===== src/rtl/lide_pkg.sv =====
// Package for the line table encoder: controller states, value part codes
// and the command and status structs between controller and datapath.
`default_nettype none

package lide_pkg;

    // Codes carried on the value part output.
    localparam logic [1:0] PART_OFFSET = 2'd0;
    localparam logic [1:0] PART_LINE   = 2'd1;
    localparam logic [1:0] PART_COLUMN = 2'd2;

    // Offset value that stands for "no offset" and counts as zero.
    localparam logic [31:0] OFFSET_NONE = 32'hFFFF_FFFF;

    // Controller states.
    typedef enum logic [0:0] {
        ST_IDLE,
        ST_EMIT
    } t_state;

    // Commands from the controller to the datapath.
    typedef struct packed {
        logic load;       // capture deltas of the accepted item, record it
        logic shift;      // drop the low 7-bit group of the current value
        logic next_part;  // move on to the next of the three values
    } t_dp_cmd;

    // Status from the datapath to the controller.
    typedef struct packed {
        logic enabled;    // line information output is enabled
        logic changed;    // input line or column differs from the recorded pair
        logic more;       // current value needs further bytes after this one
        logic last_part;  // current value is the column delta
    } t_dp_sts;

endpackage

`default_nettype wire


===== src/rtl/lide_ctrl.sv =====
// Controller state machine of the line table encoder.
// Depends on lide_pkg; drives the datapath commands and both handshakes.
`default_nettype none

module lide_ctrl (
    input  wire               i_clk,
    input  wire               i_rst_n,
    input  wire               i_in_valid,
    output logic              o_in_ready,
    output logic              o_out_valid,
    input  wire               i_out_ready,
    input  wire lide_pkg::t_dp_sts i_sts,
    output lide_pkg::t_dp_cmd o_cmd
);

    lide_pkg::t_state r_state;
    lide_pkg::t_state n_state;

    // State register.
    always_ff @(posedge i_clk) begin
        if (!i_rst_n) begin
            r_state <= lide_pkg::ST_IDLE;
        end else begin
            r_state <= n_state;
        end
    end

    // Next state, handshakes and datapath commands.
    always_comb begin
        n_state     = r_state;
        o_in_ready  = 1'b0;
        o_out_valid = 1'b0;
        o_cmd       = '0;
        case (r_state)
            lide_pkg::ST_IDLE: begin
                o_in_ready = 1'b1;
                // An item that produces no record is simply consumed.
                if (i_in_valid && i_sts.enabled && i_sts.changed) begin
                    o_cmd.load = 1'b1;
                    n_state    = lide_pkg::ST_EMIT;
                end
            end
            lide_pkg::ST_EMIT: begin
                o_out_valid = 1'b1;
                if (i_out_ready) begin
                    if (i_sts.more) begin
                        o_cmd.shift = 1'b1;
                    end else if (i_sts.last_part) begin
                        n_state = lide_pkg::ST_IDLE;
                    end else begin
                        o_cmd.next_part = 1'b1;
                    end
                end
            end
            default: begin
                n_state = lide_pkg::ST_IDLE;
            end
        endcase
    end

endmodule

`default_nettype wire


===== src/rtl/lide_dp.sv =====
// Datapath of the line table encoder: recorded pair, delta and zigzag
// logic, and the varint shift register. Depends on lide_pkg.
`default_nettype none

module lide_dp (
    input  wire               i_clk,
    input  wire               i_rst_n,
    input  wire               i_cfg_we,
    input  wire               i_cfg_wdata,
    input  wire  [31:0]       i_node_offset,
    input  wire  [30:0]       i_line_number,
    input  wire  [30:0]       i_column_number,
    input  wire lide_pkg::t_dp_cmd i_cmd,
    output lide_pkg::t_dp_sts o_sts,
    output logic [7:0]        o_out_byte,
    output logic [1:0]        o_value_part,
    output logic              o_last_of_record
);

    logic        r_enable;
    logic [31:0] r_prev_offset;
    logic [30:0] r_prev_line;
    logic [30:0] r_prev_column;
    logic [31:0] r_value;
    logic [31:0] r_line_zz;
    logic [31:0] r_col_zz;
    logic [1:0]  r_part;

    logic [31:0] n_offset;
    logic [31:0] n_off_delta;
    logic [31:0] n_line_delta;
    logic [31:0] n_col_delta;
    logic [31:0] n_line_zz;
    logic [31:0] n_col_zz;

    // Deltas of the incoming item against the recorded pair.
    always_comb begin
        n_offset     = (i_node_offset == lide_pkg::OFFSET_NONE) ? 32'd0 : i_node_offset;
        n_off_delta  = n_offset - r_prev_offset;
        n_line_delta = {1'b0, i_line_number} - {1'b0, r_prev_line};
        n_col_delta  = {1'b0, i_column_number} - {1'b0, r_prev_column};
        n_line_zz    = {n_line_delta[30:0], 1'b0} ^ {32{n_line_delta[31]}};
        n_col_zz     = {n_col_delta[30:0], 1'b0} ^ {32{n_col_delta[31]}};
    end

    // Enable register and recorded pair; the pair updates when a record starts.
    always_ff @(posedge i_clk) begin
        if (!i_rst_n) begin
            r_enable      <= 1'b0;
            r_prev_offset <= '0;
            r_prev_line   <= '0;
            r_prev_column <= '0;
        end else begin
            if (i_cfg_we) begin
                r_enable <= i_cfg_wdata;
            end
            if (i_cmd.load) begin
                r_prev_offset <= n_offset;
                r_prev_line   <= i_line_number;
                r_prev_column <= i_column_number;
            end
        end
    end

    // Varint shift register and part counter.
    always_ff @(posedge i_clk) begin
        if (!i_rst_n) begin
            r_part <= lide_pkg::PART_OFFSET;
        end else if (i_cmd.load) begin
            r_part <= lide_pkg::PART_OFFSET;
        end else if (i_cmd.next_part) begin
            r_part <= r_part + 2'd1;
        end
    end

    always_ff @(posedge i_clk) begin
        if (i_cmd.load) begin
            r_value   <= n_off_delta;
            r_line_zz <= n_line_zz;
            r_col_zz  <= n_col_zz;
        end else if (i_cmd.shift) begin
            r_value <= {7'd0, r_value[31:7]};
        end else if (i_cmd.next_part) begin
            r_value <= (r_part == lide_pkg::PART_OFFSET) ? r_line_zz : r_col_zz;
        end
    end

    // Status toward the controller.
    always_comb begin
        o_sts.enabled   = r_enable;
        o_sts.changed   = (i_line_number != r_prev_line) || (i_column_number != r_prev_column);
        o_sts.more      = |r_value[31:7];
        o_sts.last_part = (r_part == lide_pkg::PART_COLUMN);
    end

    // Output byte: low group with the continuation bit on top.
    assign o_out_byte       = {o_sts.more, r_value[6:0]};
    assign o_value_part     = r_part;
    assign o_last_of_record = !o_sts.more && o_sts.last_part;

endmodule

`default_nettype wire


===== src/rtl/line_info_delta_varint_encoder.sv =====
// Top level of the line table encoder: joins the controller and datapath.
// Depends on lide_pkg, lide_ctrl and lide_dp.
//
// Each accepted node either produces nothing (output disabled, or line and
// column equal to the recorded pair) or a record of three LEB128 varints:
// offset delta, zigzag line delta and zigzag column delta, low group first.
// The single 32-bit varint shift register sets the rate: one output byte
// per cycle while i_out_ready is high, so a record takes 3 to 15 transfers;
// input is taken again in the cycle after a record's last byte transfers.
// An item without a record makes no output. The enable register resets to
// 0; the user writes it only while no record is in progress (unenforced).
`default_nettype none

module line_info_delta_varint_encoder (
    input  wire         i_clk,
    input  wire         i_rst_n,
    input  wire         i_cfg_we,
    input  wire         i_cfg_wdata,
    input  wire         i_in_valid,
    output logic        o_in_ready,
    input  wire  [31:0] i_node_offset,
    input  wire  [30:0] i_line_number,
    input  wire  [30:0] i_column_number,
    output logic        o_out_valid,
    input  wire         i_out_ready,
    output logic [7:0]  o_out_byte,
    output logic [1:0]  o_value_part,
    output logic        o_last_of_record
);

    lide_pkg::t_dp_cmd cmd;
    lide_pkg::t_dp_sts sts;

    // Sequencing of accepts and output bytes.
    lide_ctrl u_ctrl (
        .i_clk       (i_clk),
        .i_rst_n     (i_rst_n),
        .i_in_valid  (i_in_valid),
        .o_in_ready  (o_in_ready),
        .o_out_valid (o_out_valid),
        .i_out_ready (i_out_ready),
        .i_sts       (sts),
        .o_cmd       (cmd)
    );

    // Recorded state, deltas and the varint shifter.
    lide_dp u_dp (
        .i_clk            (i_clk),
        .i_rst_n          (i_rst_n),
        .i_cfg_we         (i_cfg_we),
        .i_cfg_wdata      (i_cfg_wdata),
        .i_node_offset    (i_node_offset),
        .i_line_number    (i_line_number),
        .i_column_number  (i_column_number),
        .i_cmd            (cmd),
        .o_sts            (sts),
        .o_out_byte       (o_out_byte),
        .o_value_part     (o_value_part),
        .o_last_of_record (o_last_of_record)
    );

endmodule

`default_nettype wire


===== config.mk =====
export PLATFORM = sky130hd
export DESIGN_NAME = line_info_delta_varint_encoder
export DESIGN_NICKNAME = d
export VERILOG_FILES = /design/src/rtl/lide_pkg.sv /design/src/rtl/lide_ctrl.sv /design/src/rtl/lide_dp.sv /design/src/rtl/line_info_delta_varint_encoder.sv
export SDC_FILE = /design/constraint.sdc
export NUM_CORES = 1
export LEC_CHECK = 0
export BUFFER_PORTS_ARGS = -buffer_cell sky130_fd_sc_hd__buf_2
export CAP_MARGIN = 20
export CORE_ASPECT_RATIO = 0.7
export CORE_UTILIZATION = 30
export CTS_CLUSTER_DIAMETER = 60
export DETAILED_ROUTE_END_ITERATION = 10
export PLACE_DENSITY_LB_ADDON = 0.25
export SYNTH_ARGS = -nofsm -noshare
export SYNTH_HDL_FRONTEND = slang
export SYNTH_SLANG_ARGS = --single-unit

===== constraint.sdc =====
create_clock -name i_clk -period 3.8 [get_ports i_clk]
set_input_delay 0.19 -clock i_clk [delete_from_list [all_inputs] [get_ports i_clk]]
set_output_delay 0.19 -clock i_clk [all_outputs]
set_load 0.01 [all_outputs]

==> results by stage, run 1 <==
Clocking:
- TritonCTS built the clock tree.
- The number of sinks driven by the clock tree is roughly 190.
- Counting the buffers created by CTS gives 17.
- Counting along the longest clock path gives a buffer depth of 2.
- The later-pin clock latency in the skew report is 0.46 ns.
- The depth of the CTS H-tree is 4.
- The cell at the root of the clock tree is sky130_fd_sc_hd__clkbuf_16.
- The clock transition at the registers of the reported paths is about 0.080 ns.

Synth:
- The cell count after synthesis came out at approximately 1600.
- In this run, synthesis inferred 96 flip-flops with an integrated enable.
- For this run, the register share of the synthesized area comes to between 30% and 40%.
- The distinct cell type count after synthesis is 67.
- The cell area after synthesis is ~14000 µm².
- Summed over all instances, the cell type with the most area after synthesis is sky130_fd_sc_hd__edfxtp_1.
- In this run the biggest area consumer among cell types represents between 20% and 30% of the synthesized area.
- Of all flip-flops after synthesis, the portion carrying an async set or reset was 0%.
- The number of nets in the synthesized netlist is about 1800.
- In the post-synthesis netlist, the biggest area contributors are sky130_fd_sc_hd__edfxtp_1 (21%), sky130_fd_sc_hd__dfxtp_1 (14%), sky130_fd_sc_hd__ha_1 (8.7%).
- Counting flops and latches in the post-synthesis netlist gives ~190.
- By instance count, the leading cell after synthesis is sky130_fd_sc_hd__nand2_1.
- By count the netlist is led by sky130_fd_sc_hd__nand2_1 (266), sky130_fd_sc_hd__inv_1 (109), sky130_fd_sc_hd__dfxtp_1 (98).
- The average size of a mapped cell is 8.65 µm².
- The most used flip-flop cell after synthesis is sky130_fd_sc_hd__dfxtp_1.
- The total of warnings raised by yosys is 0.

Placed design:
- After detailed placement, the total cell area comes to 14800 µm².
- The quantity of I/O buffers inserted on ports is roughly 110.
- The placer congestion estimate is between 0.8 and 0.9.
- Once placement completed, the tool counted placed cells totaling approximately 2200.
- The HPWL after detailed placement is 29200 µm.

Power and ir drop:
- The total leakage power is ~6 nW.
- In this run the power spent charging and discharging nets is approximately 1.7 mW.
- The total power after layout is around 5.7 mW.
- The share of total power dissipated in the clock network is between 30% and 40%.
- Dividing total power by cell area gives a power density of about 360 nW/µm².
- The peak ir drop on the vdd network is about 0.3 mV.
- The combinational cell fraction of total power is 23.6%.
- Net switching is between 20 and 30% of the power.
- The internal power contribution is 4.04 mW.
- The sequential share of power is approximately 41%.

Routing:
- The routed length per placed instance is about 16 µm.
- The number of DRC violations after detailed routing is 0.
- The detailed-router iteration count before antenna repair is 5.
- The ratio of routed vias to standard cells is 4.92.
- The remaining antenna violation count after routing is 0.
- The final route contains 11403 vias.
- For this block, the initial DRC count from the detailed router was between 800 and 900.
- Summed over all layers, the routed wires come to 37700 µm.

Finish:
- The number of filler instances in the final layout is between 4000 and 5000.
- The final net count is 1909.
- In the final layout, the multi-input gates occupy slightly below 8000 µm².
- Once layout is complete, the cells apart from fillers number 2318.
- After routing the design area is roughly 16000 µm².
- The growth of design area from synthesis to finish is 18.0%.
- The sequential cells in the finished layout cover a total of approximately 4800 µm².
- Of the cells placed in the final design, the portion with a size suffix greater than 1 is a little under an eighth.
- The diode insertion count for antenna repair is 0.
- The share of the core filled with cells in the final layout is approximately 36%.

Critical path:
- STA puts the critical path data arrival time at around 3.7 ns.
- The logic depth of the worst path, buffers included is 14.
- On the critical path, the stage with the largest delay is an instance of sky130_fd_sc_hd__dlygate4sd3_1.
- The delay of the slowest cell on the worst path is roughly 0.53 ns.
- The worst setup path is of the in2reg kind.
- The top cell family by delay on the critical path is simple AND/OR/NAND/NOR gates.
- The worst setup path is captured at a flop.
- The critical path required time is about 4 ns.
- Counting both buffers and inverters, the worst setup path holds a total of 4.
- The startpoint type of the worst setup path is an input port.
- Walking the worst path, the cells encountered are dlygate4sd3_1 > buf_2 > ha_1 > nand3_1 > or3_1 > nor4_1 > nand3_1 > nor3_1 > buf_4 > or2_4 > buf_4 > nor3_1 > a31oi_1 > nand3b_1.
- Of all nets on the critical path, the largest fanout is 16.
- The cell count of the worst reg-to-reg path is 13.

Timing:
- The worst clock skew is about 0.018 ns.
- The final-report max-slew violation count is 0.
- The minimum clock period after layout is roughly 3.5 ns.
- The peak clock frequency supported by timing is roughly 0.29 GHz.
- Setup repair after global routing left no endpoint under its margin.
- The relative slew slack is 32.8%.
- The final setup TNS is 0 ns.
- For the pin with the worst max-slew slack, the measured transition is around 1.0 ns.
- Setup violations remaining at the end of the flow were counted as 0.
- The number of hold violations in the final report came to 0.
- After layout, the worst path uses roughly 90% of the clock period.

Worst hold path:
- The worst hold path was traced through 3 stages.
- The worst min-delay path category is in2reg.

Global routing:
- Summed over all layers, the global routing overflow is 0.
- Entering global routing, the biggest net connects 103 pins.
- In the global route stage, overall resource usage came out at between 10% and 20%.
- The first-pass GRT wire length is approximately 60000 µm.
- The initial antenna violation count came to 2.
- The number of global-route vias before repair is 10591.

Floorplanning:
- The die extent in x is approximately 260 µm.
- The core area is about 44000 µm².
- The die covers 46200 µm².
- The vertical die dimension is 180 µm.
- Row generation in the floorplan step produced between 60 and 70 rows.
- In this run the count of I/O pins placed on the die edge is 113.
- The starting density of the core is 30.8%.

Flow run:
- The number of max-capacitance violations reported is 0.

Status:
- The run finished with clean final reports.
-- worst min-delay path, stage by stage --
cell	delay (ns)
sky130_fd_sc_hd__buf_2	0.14
sky130_fd_sc_hd__nand2_1	0.06
sky130_fd_sc_hd__a21boi_1	0.05
-- worst paths after layout --
kind                                               end                    from  slack [ns]
worst min-delay path               u_dp.r_prev_line[2]        i_line_number[2]        0.03
worst max register to register        u_dp.r_value[30]     u_dp.r_prev_line[9]        0.32
worst min register to register  u_dp.r_prev_offset[22]  u_dp.r_prev_offset[22]        0.45
worst max-delay path                  u_dp.r_value[30]        i_line_number[9]        0.30
-- per-layer routing --
layer  vias up  wire, µm  global-route usage [%]
met1      5351     20500                    25.8
met3        26      2270                    3.70
met5         -        31                       0
met4         4       311                    3.38
met2       248     14600                    22.4
li1       5774         -                       -
-- cell families (layout without fill, tap and decap cells) --
logic type               after synthesis  after routing  synth area share [%]
AO/OA/AOI/OAI                        430            430                  21.2
XOR/XNOR                             138            138                  9.09
adder cells (fa/ha/maj)               98             98                  9.18
buffers and inverters                199            351                  6.09
flip-flops                           194            194                  35.6
multiplexers                          37             37                  2.79
AND/OR/NAND/NOR                      476            476                  16.0
-- what timing repair did --
action | in CTS | in global routing
setup buffers | 0 | 0
hold buffers | 61 | 0
gates resized for setup | 0 | 1
endpoints found under the hold margin | 60 | 0
setup endpoints to repair | 0 | 1
-- cell type report --
type | count | area share (%)
Inverter | 111 | 2.63
Clock buffer | 18 | 2.67
Multi-Input combinational cell | 1179 | 49.6
Sequential cell | 194 | 30.2
Tap cell | 594 | 4.63
Timing Repair Buffer | 208 | 9.09
Clock inverter | 14 | 1.23
-- through the flow --
step	setup slack, ns	hold WS, ns
2_1_floorplan	0.382	0.325
3_3_place_gp	0.162	0.440
3_5_place_dp	0.109	0.445
4_1_cts	0.272	0.00265
5_1_grt	0.0335	0.0144
6_report	0.302	0.0329
-- power by group through the flow --
stage	registers, mW	logic [mW]	clock network, mW
2_1_floorplan	2.39	0.936	0
3_3_place_gp	2.41	1.29	0
3_5_place_dp	2.41	1.29	0
4_1_cts	2.37	1.35	2.06
5_1_grt	2.37	1.50	2.14
6_report	2.37	1.35	2.01
-- layout by cell type (no fill, tap or decap), types with 8 or more instances in the layout --
cell type                       instances
sky130_fd_sc_hd__a211oi_1              11
sky130_fd_sc_hd__a21boi_0              15
sky130_fd_sc_hd__a21boi_1              81
sky130_fd_sc_hd__a21o_1                63
sky130_fd_sc_hd__a21oi_1               85
sky130_fd_sc_hd__a31oi_1               12
sky130_fd_sc_hd__and2_1                34
sky130_fd_sc_hd__and3_1                13
sky130_fd_sc_hd__buf_2                112
sky130_fd_sc_hd__buf_4                 33
sky130_fd_sc_hd__clkbuf_16             17
sky130_fd_sc_hd__dfxtp_1               98
sky130_fd_sc_hd__dlygate4sd3_1         61
sky130_fd_sc_hd__edfxtp_1              96
sky130_fd_sc_hd__ha_1                  94
sky130_fd_sc_hd__inv_1                109
sky130_fd_sc_hd__mux2i_1               30
sky130_fd_sc_hd__nand2_1              266
sky130_fd_sc_hd__nand2b_1              10
sky130_fd_sc_hd__nand3_1               25
sky130_fd_sc_hd__nand4_1               33
sky130_fd_sc_hd__nor2_1                40
sky130_fd_sc_hd__nor2b_1               14
sky130_fd_sc_hd__nor3_1                14
sky130_fd_sc_hd__nor4_1                10
sky130_fd_sc_hd__o211ai_1              26
sky130_fd_sc_hd__o21a_1                 8
sky130_fd_sc_hd__o21ai_0               74
sky130_fd_sc_hd__o21ai_1                8
sky130_fd_sc_hd__xnor2_1               93
sky130_fd_sc_hd__xor2_1                42
-- flip-flops by register name (all words and copies together) (netlist names) --
| register | flops |
|---|---|
| u_dp.r_col_zz | 32 |
| u_dp.r_line_zz | 32 |
| u_dp.r_prev_offset | 32 |
| u_dp.r_value | 32 |
| u_dp.r_prev_column | 31 |
| u_dp.r_prev_line | 31 |
| u_dp.o_value_part | 2 |
| u_ctrl.r_state | 1 |
| u_dp.r_enable | 1 |
No activity file was read; power rests on OpenSTA's default activity.
==> run 2, diff against run 1 <==
--- a/config.mk
+++ b/config.mk
@@ -5,6 +5,7 @@
 export SDC_FILE = /design/constraint.sdc
 export NUM_CORES = 1
 export LEC_CHECK = 0
+export ABC_AREA = 1
 export BUFFER_PORTS_ARGS = -buffer_cell sky130_fd_sc_hd__buf_2
 export CAP_MARGIN = 20
 export CORE_ASPECT_RATIO = 0.7
==> results by stage, run 2 <==
Routing:
- The detailed-router iteration count before antenna repair came to 6 (+1).
- The ratio of routed vias to standard cells was 4.51 (-8.3%).
- The remaining antenna violation count after routing is 0 (unchanged).
- The via count is 15568 (+37%).
- The routed length per placed instance is 14.8 µm (-9.3%).
- The overall routed net length is 51000 µm (+35%).
- The number of DRC violations after detailed routing is 0 (unchanged).
- The starting DRC count in detailed routing came to 1068 (+31%).

Timing:
- The number of hold violations in the final report is 0 (unchanged).
- The worst-margin pin slew is 0.938 ns (-0.0688 ns).
- Setup repair after global routing left no endpoint under its margin.
- The relative slew slack was 37.4% (+4.5 points).
- The minimum clock period after layout is 2.99 ns (-0.507 ns).
- The peak clock frequency supported by timing is 0.334 GHz (+17%).
- The worst clock skew is 0.0192 ns (+0.000771 ns).
- The final-report max-slew violation count came to 0 (unchanged).
- The number of setup violations in the final report was 0 (unchanged).
- The post-route clock period utilization is 78.7% (-13 points).
- The post-route worst hold slack came to 0.0217 ns (-0.0112 ns).
- The final setup TNS is 0 ns (unchanged).

Power and ir drop:
- The internal power contribution came to 3.95 mW (-2.0%).
- The sequential share of power is 39.0% (-2.3 points).
- The peak ir drop on the vdd network is 0.312 mV (+1.8%).
- The clock group share of total power came to 28.7% (-6.4 points).
- The switching share of total power is 36.6% (+7.0 points).
- The power density over the cells was 339 nW/µm² (-5.0%).
- The total leakage power is 9.55 nW (+57%).
- The combinational cell fraction of total power was 32.3% (+8.7 points).
- The total power after layout is 6.23 mW (+8.8%).
- The power spent charging and discharging nets came to 2.28 mW (+34%).

Synth:
- The cell area after synthesis was 16100 µm² (+18%).
- The number of nets in the synthesized netlist was 2815 (+59%).
- The portion of the post-synthesis area used by sequential elements came to 30.1% (-5.5 points).
- The commonest cells after synthesis are sky130_fd_sc_hd__nand2_1 (959), sky130_fd_sc_hd__inv_1 (484), sky130_fd_sc_hd__nor2_1 (330).
- The total of warnings raised by yosys came to 0 (unchanged).
- By area the synthesized netlist is led by sky130_fd_sc_hd__nand2_1 (22%), sky130_fd_sc_hd__edfxtp_1 (18%), sky130_fd_sc_hd__dfxtp_1 (12%).
- The number of instances in the synthesized netlist is 2617 (+66%).
- The largest total area in the synthesized netlist belongs to sky130_fd_sc_hd__nand2_1.
- The average size of a mapped cell is 6.14 µm² (-29%).
- The number of flops mapped to enable cells by yosys came to 96 (unchanged).
- The area share of the leading cell type in the synthesized netlist came to 22.4% (+1.2 points).
- The leading cell type by number of instances after synthesis is sky130_fd_sc_hd__nand2_1.
- Among all flip-flop cells after synthesis, the most frequent one is sky130_fd_sc_hd__dfxtp_1.
- The async set or reset register ratio after synthesis is 0% (unchanged).
- The distinct cell type count after synthesis is 34 (-49%).
- The number of register bits inferred by synthesis is 194 (unchanged).

Global routing:
- The initial antenna violation count is 1 (-1).
- The met1 routing resource usage after global routing is 30.3% (+4.5 points).
- The routing layer with the top usage in global route is met1.
- The number of global-route vias before repair is 14329 (+35%).
- The global-route track usage on met2 is 26.7% (+4.3 points).
- The aggregate global-route resource usage was 19.0% (+2.5 points).
- The pin count of the biggest net entering global routing is 83 (-19%).
- The met3 usage is 2.74% (-0.96 points).
- The first-pass GRT wire length was 80400 µm (+34%).
- The overall overflow remaining after global route came to 0 (unchanged).

Finish:
- The final non-filler cell area is 18400 µm² (+15%).
- The final net count is 2953 (+55%).
- Leaving out fill and tap cells, the most frequent cells in the layout are sky130_fd_sc_hd__nand2_1 (959), sky130_fd_sc_hd__inv_1 (484), sky130_fd_sc_hd__nor2_1 (330).
- From synthesis to final layout, the design area changed by 14.4%.
- The diode insertion count for antenna repair was 0 (unchanged).
- The proportion of layout cells with a drive suffix above 1 is 6.72% (-5.1 points).
- The most common library cell in the layout ignoring fill and taps is sky130_fd_sc_hd__nand2_1.

Critical path:
- The top cell family by delay on the critical path is simple AND/OR/NAND/NOR gates.
- The kind of critical path is in2reg.
- STA classifies the critical path endpoint as a flop.
- The delay of the slowest cell on the worst path was 0.53 ns (about the same).
- Among all stages on the critical path, the largest delay is contributed by sky130_fd_sc_hd__dlygate4sd3_1.
- The arrival time at the worst endpoint came to 3.20 ns (-0.51 ns).
- The logic depth of the worst path, buffers included was 14 (unchanged).
- STA classifies the critical path startpoint as an input port.
- The cell count of the worst reg-to-reg path came to 13 (unchanged).
- The most numerous cell on the critical path is sky130_fd_sc_hd__nand2_1.
- The signal on the critical path passes through dlygate4sd3_1 > buf_2 > ha_1 > nand2_1 > nor2_1 > inv_1 > nor2_1 > nor2_1 > nand2_1 > nand2_1 > nand2_1 > inv_2 > nand2_1 > nand2_1.
- The worst-path maximum fanout is 17 (+1).
- The number of buffer and inverter stages on the critical path was 4 (unchanged).
- The critical path required time is 4.01 ns (about the same).

Placed design:
- The placer congestion estimate is 0.921 (+8.3%).
- The HPWL after detailed placement is 42000 µm (+44%).
- The quantity of I/O buffers inserted on ports is 112 (unchanged).
- The placed cell area is 17300 µm² (+17%).

Clocking:
- The total clock buffers created by CTS is 17 (unchanged).
- The number of sinks driven by the clock tree is 194 (unchanged).
- The number of buffers on the longest clock path is 2 (unchanged).
- The later-pin clock latency in the skew report is 0.47 ns (about the same).
- The post-CTS setup buffer count came to 0 (unchanged).
- The depth of the CTS H-tree is 4 (unchanged).
- The tree is rooted in a sky130_fd_sc_hd__clkbuf_16.
- The number of resized instances in the post-cts repair step came to 0 (unchanged).
- The clock tree from TritonCTS is done.
- The clock transition at the registers of the reported paths is 0.08 ns (about the same).

Floorplanning:
- The core area was 52600 µm² (+19%).
- The die footprint is 54500 µm² (+18%).
- The starting density of the core is 30.6% (-0.18 points).
- The floorplan row count is 70 (+9.4%).
- The boundary pin count is 113 (unchanged).
- The vertical die dimension is 196 µm (+8.6%).
- The die extent in x is 279 µm (+8.7%).

Status:
- The run finished with clean final reports.

Worst hold path:
- The worst min-delay path category is in2reg.
- The hold-critical path depth is 3 (unchanged).

Flow run:
- The number of max-capacitance violations reported is 0 (unchanged).
-- run 2: path summary, 6_finish.rpt --
check | slack, ns | startpoint | end
setup reg to reg | 0.82 | u_dp.r_prev_column[14] | u_dp.r_col_zz[16]
hold / removal | 0.02 | i_line_number[22] | u_dp.r_prev_line[22]
setup / recovery | 0.81 | i_column_number[14] | u_dp.r_col_zz[16]
hold reg to reg | 0.47 | u_dp.r_prev_offset[4] | u_dp.r_prev_offset[4]
-- run 2: cells by family (layout without fill, tap and decap cells) --
logic type,after synthesis,in the layout,synth area share (%)
and+or+nand+nor,1520,1520,38.1
adders and majority gates,98,98,7.77
buffers and inverters,553,704,14.1
AOI/OAI and AO/OA,172,172,5.60
muxes,1,1,0.0623
xor gates and xnor gates,79,79,4.30
DFF,194,194,30.1
-- run 2: metal layers --
metal | wire length [µm] | share of wire, % | up-vias
li1 | - | - | 8239
met3 | 2600 | 5.1 | 21
met4 | 341 | 0.67 | 0
met1 | 28300 | 55 | 7001
met2 | 19800 | 39 | 307
met5 | 0 | 0 | -
-- run 2: cell type report --
cell class	instances	area (µm²)
clock buffer	21	450
clock inverter	11	97.6
fill	5915	34200
inverter	489	1840
multi-input combinational	1870	8980
sequential	194	4840
tap	684	856
timing repair buffer	183	1320
-- run 2: what timing repair did --
action | CTS | global route
hold buffers | 49 | 0
endpoints found under the setup margin | 0 | 0
hold endpoints to repair | 48 | 0
-- run 2: power by group through the flow --
stage	logic, mW	registers, mW	clock network (mW)
final	2.02	2.43	1.79
after global routing	2.29	2.44	1.93
after global placement	1.96	2.48	0
after CTS	2.02	2.43	1.84
after floorplan	1.38	2.46	0
after detailed placement	1.97	2.48	0
-- run 2: worst min-delay path, cell delays in order --
cell and delay (ns):
sky130_fd_sc_hd__buf_2 0.10, sky130_fd_sc_hd__o21ai_0 0.09, sky130_fd_sc_hd__nor2_1 0.08
-- run 2: stage by stage --
step,worst slack [ns],utilization [%],cells
after CTS,0.706,34.9,3451
after detailed placement,0.609,33.0,3370
final,0.809,35.0,3452
after floorplan,0.235,-,2617
after global routing,0.462,35.0,3452
after global placement,0.564,33.0,3370
==> run 3, diff against run 2 <==
--- a/config.mk
+++ b/config.mk
@@ -5,7 +5,7 @@
 export SDC_FILE = /design/constraint.sdc
 export NUM_CORES = 1
 export LEC_CHECK = 0
-export ABC_AREA = 1
+export ABC_AREA = 0
 export BUFFER_PORTS_ARGS = -buffer_cell sky130_fd_sc_hd__buf_2
 export CAP_MARGIN = 20
 export CORE_ASPECT_RATIO = 0.7
==> constraint.sdc (replaced) <==
create_clock -name i_clk -period 2.9 [get_ports i_clk]
set_input_delay 0.145 -clock i_clk [delete_from_list [all_inputs] [get_ports i_clk]]
set_output_delay 0.145 -clock i_clk [all_outputs]
set_load 0.01 [all_outputs]
==> results by stage, run 3 (same netlist as run 1, synthesis figures left out) <==
Status:
- The run finished, with violations left.
- The checks that failed: setup timing.

Global routing:
- The number of global-route vias before repair is 11753 (-18%).
- The pin count of the biggest net entering global routing came to 77 (-7.2%).
- The first-pass GRT wire length is 63300 µm (-21%).
- The aggregate global-route resource usage is 17.2% (-1.8 points).
- The initial antenna violation count came to 2 (+1).
- The overall overflow remaining after global route came to 0 (unchanged).

Timing:
- The slack of the critical path is -0.00534 ns (-0.815 ns).
- The number of hold violations in the final report is 0 (unchanged).
- The worst-margin pin slew came to 0.870 ns (-0.0679 ns).
- Derived from the worst setup path, the maximum achievable clock frequency is between 0.3 and 0.4 GHz.
- The minimum clock period after layout is 2.91 ns.
- The number of setup violations in the final report came to 3 (+3).
- The relative slew slack came to 42.0% (+4.6 points).
- The final setup TNS was -0.00909 ns (-0.00909 ns).
- Setup repair after global routing could not meet its margin everywhere.
- The worst clock skew was 0.0150 ns (-0.00417 ns).
- The final-report max-slew violation count is 0 (unchanged).
- The post-route clock period utilization is 100%.

Routing:
- The detailed-router iteration count before antenna repair is 5 (-1).
- The met2 wirelength from detailed routing is 17500 µm (-12%).
- The routed metal-1 wire length came to 21600 µm (-24%).
- The routed length per placed instance is 16.2 µm (+9.5%).
- The starting DRC count in detailed routing is 851 (-20%).
- The ratio of routed vias to standard cells came to 4.88 (+8.2%).
- The overall routed net length came to 41500 µm (-19%).
- The via count was 12513 (-20%).
- The number of DRC violations after detailed routing is 0 (unchanged).
- The remaining antenna violation count after routing came to 0 (unchanged).
- The length of routed met3 wiring is 2130 µm (-18%).
- The uppermost metal layer occupied by signal nets is met5.

Finish:
- In the layout the commonest cells are sky130_fd_sc_hd__nand2_1 (254), sky130_fd_sc_hd__buf_4 (245), sky130_fd_sc_hd__inv_1 (105), sky130_fd_sc_hd__buf_2 (105), sky130_fd_sc_hd__edfxtp_1 (96).
- The number of standard cells in the final layout excluding fillers is 2565 (-26%).
- The final net count is 2154 (-27%).
- The most common library cell in the layout ignoring fill and taps is sky130_fd_sc_hd__nand2_1.
- Compared with the post-synthesis result, the final layout area differs by 41.4%.
- The proportion of layout cells with a drive suffix above 1 was 29.8% (+23 points).

Floorplanning:
- The vertical die dimension was 180 µm (-7.9%).
- The starting density of the core is 30.8% (+0.18 points).
- The core area came to 44200 µm² (-16%).
- The floorplan row count is 64 (-8.6%).
- The die extent in x is 256 µm (-8.0%).
- The boundary pin count is 113 (unchanged).
- The die footprint is 46200 µm² (-15%).

Clocking:
- The number of buffers on the longest clock path was 2 (unchanged).
- The number of sinks driven by the clock tree is 194 (unchanged).
- The cell sitting at the root of the clock tree is a sky130_fd_sc_hd__clkbuf_16.
- The later-pin clock latency in the skew report is 0.46 ns (about the same).
- The clock tree from TritonCTS is done.
- The total clock buffers created by CTS is 17 (unchanged).
- The depth of the CTS H-tree is 4 (unchanged).
- The clock transition at the registers of the reported paths is 0.07 ns (about the same).

Critical path:
- The critical path required time is 3.11 ns (-0.90 ns).
- The register-to-register setup slack was 0.01 ns (-0.81 ns).
- The worst register-to-register path ends at u_dp.r_prev_offset[10].
- The most critical setup path has its startpoint at i_column_number[28].
- The kind of critical path is in2reg.
- The arrival time at the worst endpoint came to 3.11 ns (-0.09 ns).
- The worst setup path is captured at a flop.
- The cell count of the worst reg-to-reg path came to 15 (+2).
- The termination of the worst setup path is u_dp.r_value[31].
- STA classifies the critical path startpoint as an input port.
- The worst-path maximum fanout is 8 (-9).
- The reg-to-reg critical path startpoint is u_dp.r_prev_line[10].

Power and ir drop:
- The total power after layout is 7.97 mW (+28%).
- The combinational cell fraction of total power was 29.6% (-2.7 points).
- The power spent charging and discharging nets is 2.37 mW (+3.9%).
- The total leakage power is 7.59 nW (-21%).
- The sequential share of power is 38.9% (about the same).
- The clock group share of total power came to 31.5% (+2.8 points).
- The peak ir drop on the vdd network is 0.320 mV (+2.6%).
- The internal power contribution is 5.60 mW (+42%).
- The power density over the cells is 415 nW/µm² (+22%).
- The switching share of total power was 29.7% (-6.9 points).

Placed design:
- The minimum setup slack after placement was -0.681 ns (-1.29 ns).
- The number of cells in the design after placement is 2444 (-27%).
- The placer congestion estimate is 0.847 (-8.1%).
- The HPWL after detailed placement is 30700 µm (-27%).
- The quantity of I/O buffers inserted on ports is 112 (unchanged).

Worst hold path:
- The min-delay analysis places its worst path in the category in2reg.

Flow run:
- The number of max-capacitance violations reported is 0 (unchanged).
==> run 3: worst max-delay path, stage by stage <==
cell and delay [ns]:
sky130_fd_sc_hd__dlygate4sd3_1 0.54, sky130_fd_sc_hd__buf_2 0.15, sky130_fd_sc_hd__ha_1 0.31, sky130_fd_sc_hd__and3_4 0.22, sky130_fd_sc_hd__nand4_1 0.15, sky130_fd_sc_hd__nor4_4 0.06, sky130_fd_sc_hd__nand3_2 0.09, sky130_fd_sc_hd__nor3_2 0.05
sky130_fd_sc_hd__buf_4 0.15, sky130_fd_sc_hd__or2_4 0.30, sky130_fd_sc_hd__buf_12 0.16, sky130_fd_sc_hd__buf_4 0.13, sky130_fd_sc_hd__or3b_2 0.45, sky130_fd_sc_hd__mux2i_1 0.14, sky130_fd_sc_hd__nor3_1 0.06
==> run 3: what timing repair did <==
action                     in CTS  in global routing
buffers inserted                2                 15
gates cloned                    1                  7
pin swaps                      15                 73
hold buffers                   62                  0
hold endpoints to repair       61                  0
setup endpoints to repair     262                147
resized for setup              38                171
==> run 3: per-stage QoR <==
step                      utilization [%]  hold slack [ns]  instance area [µm²]
after floorplan                         -            0.280                13600
after global placement               37.6            0.399                16600
after detailed placement             37.6            0.405                16600
after CTS                            40.8           0.0130                18000
after global routing                 43.5           0.0571                19200
final                                43.5           0.0340                19200
==> run 3: power by group through the flow <==
stage               sequential (mW)  combinational, mW  clock, mW
detailed placement             3.16               2.00          0
global route                   3.11               2.57       2.67
floorplan                      3.14               1.23          0
CTS                            3.10               2.13       2.57
global placement               3.16               1.99          0
finish                         3.10               2.36       2.51
==> run 3: worst min-delay path by stage <==
stage | from | to | cells after the start
6_report | i_out_ready | u_ctrl.r_state | 4
3_5_place_dp | i_column_number[0] | u_dp.r_prev_column[0] | 3
4_1_cts | i_out_ready | u_ctrl.r_state | 4
5_1_grt | i_out_ready | u_ctrl.r_state | 4
2_1_floorplan | i_column_number[10] | u_dp.r_prev_column[10] | 2
3_3_place_gp | i_line_number[0] | u_dp.r_prev_line[0] | 3
==> run 3: cell type report <==
| class | count | area (µm²) |
|---|---|---|
| Fill cell | 4391 | 25000 |
| Multi-Input combinational cell | 1180 | 8930 |
| Sequential cell | 194 | 4860 |
| Timing Repair Buffer | 452 | 3670 |
| Tap cell | 594 | 743 |
| Clock buffer | 20 | 437 |
| Inverter | 111 | 432 |
| Clock inverter | 12 | 158 |
| Antenna cell | 2 | 5.00 |
==> run 3: routing by layer <==
layer	global-route usage (%)	up-vias
met1	26.4	5953
li1	-	6283
met4	2.62	2
met2	24.6	257
met5	0	-
met3	3.56	18
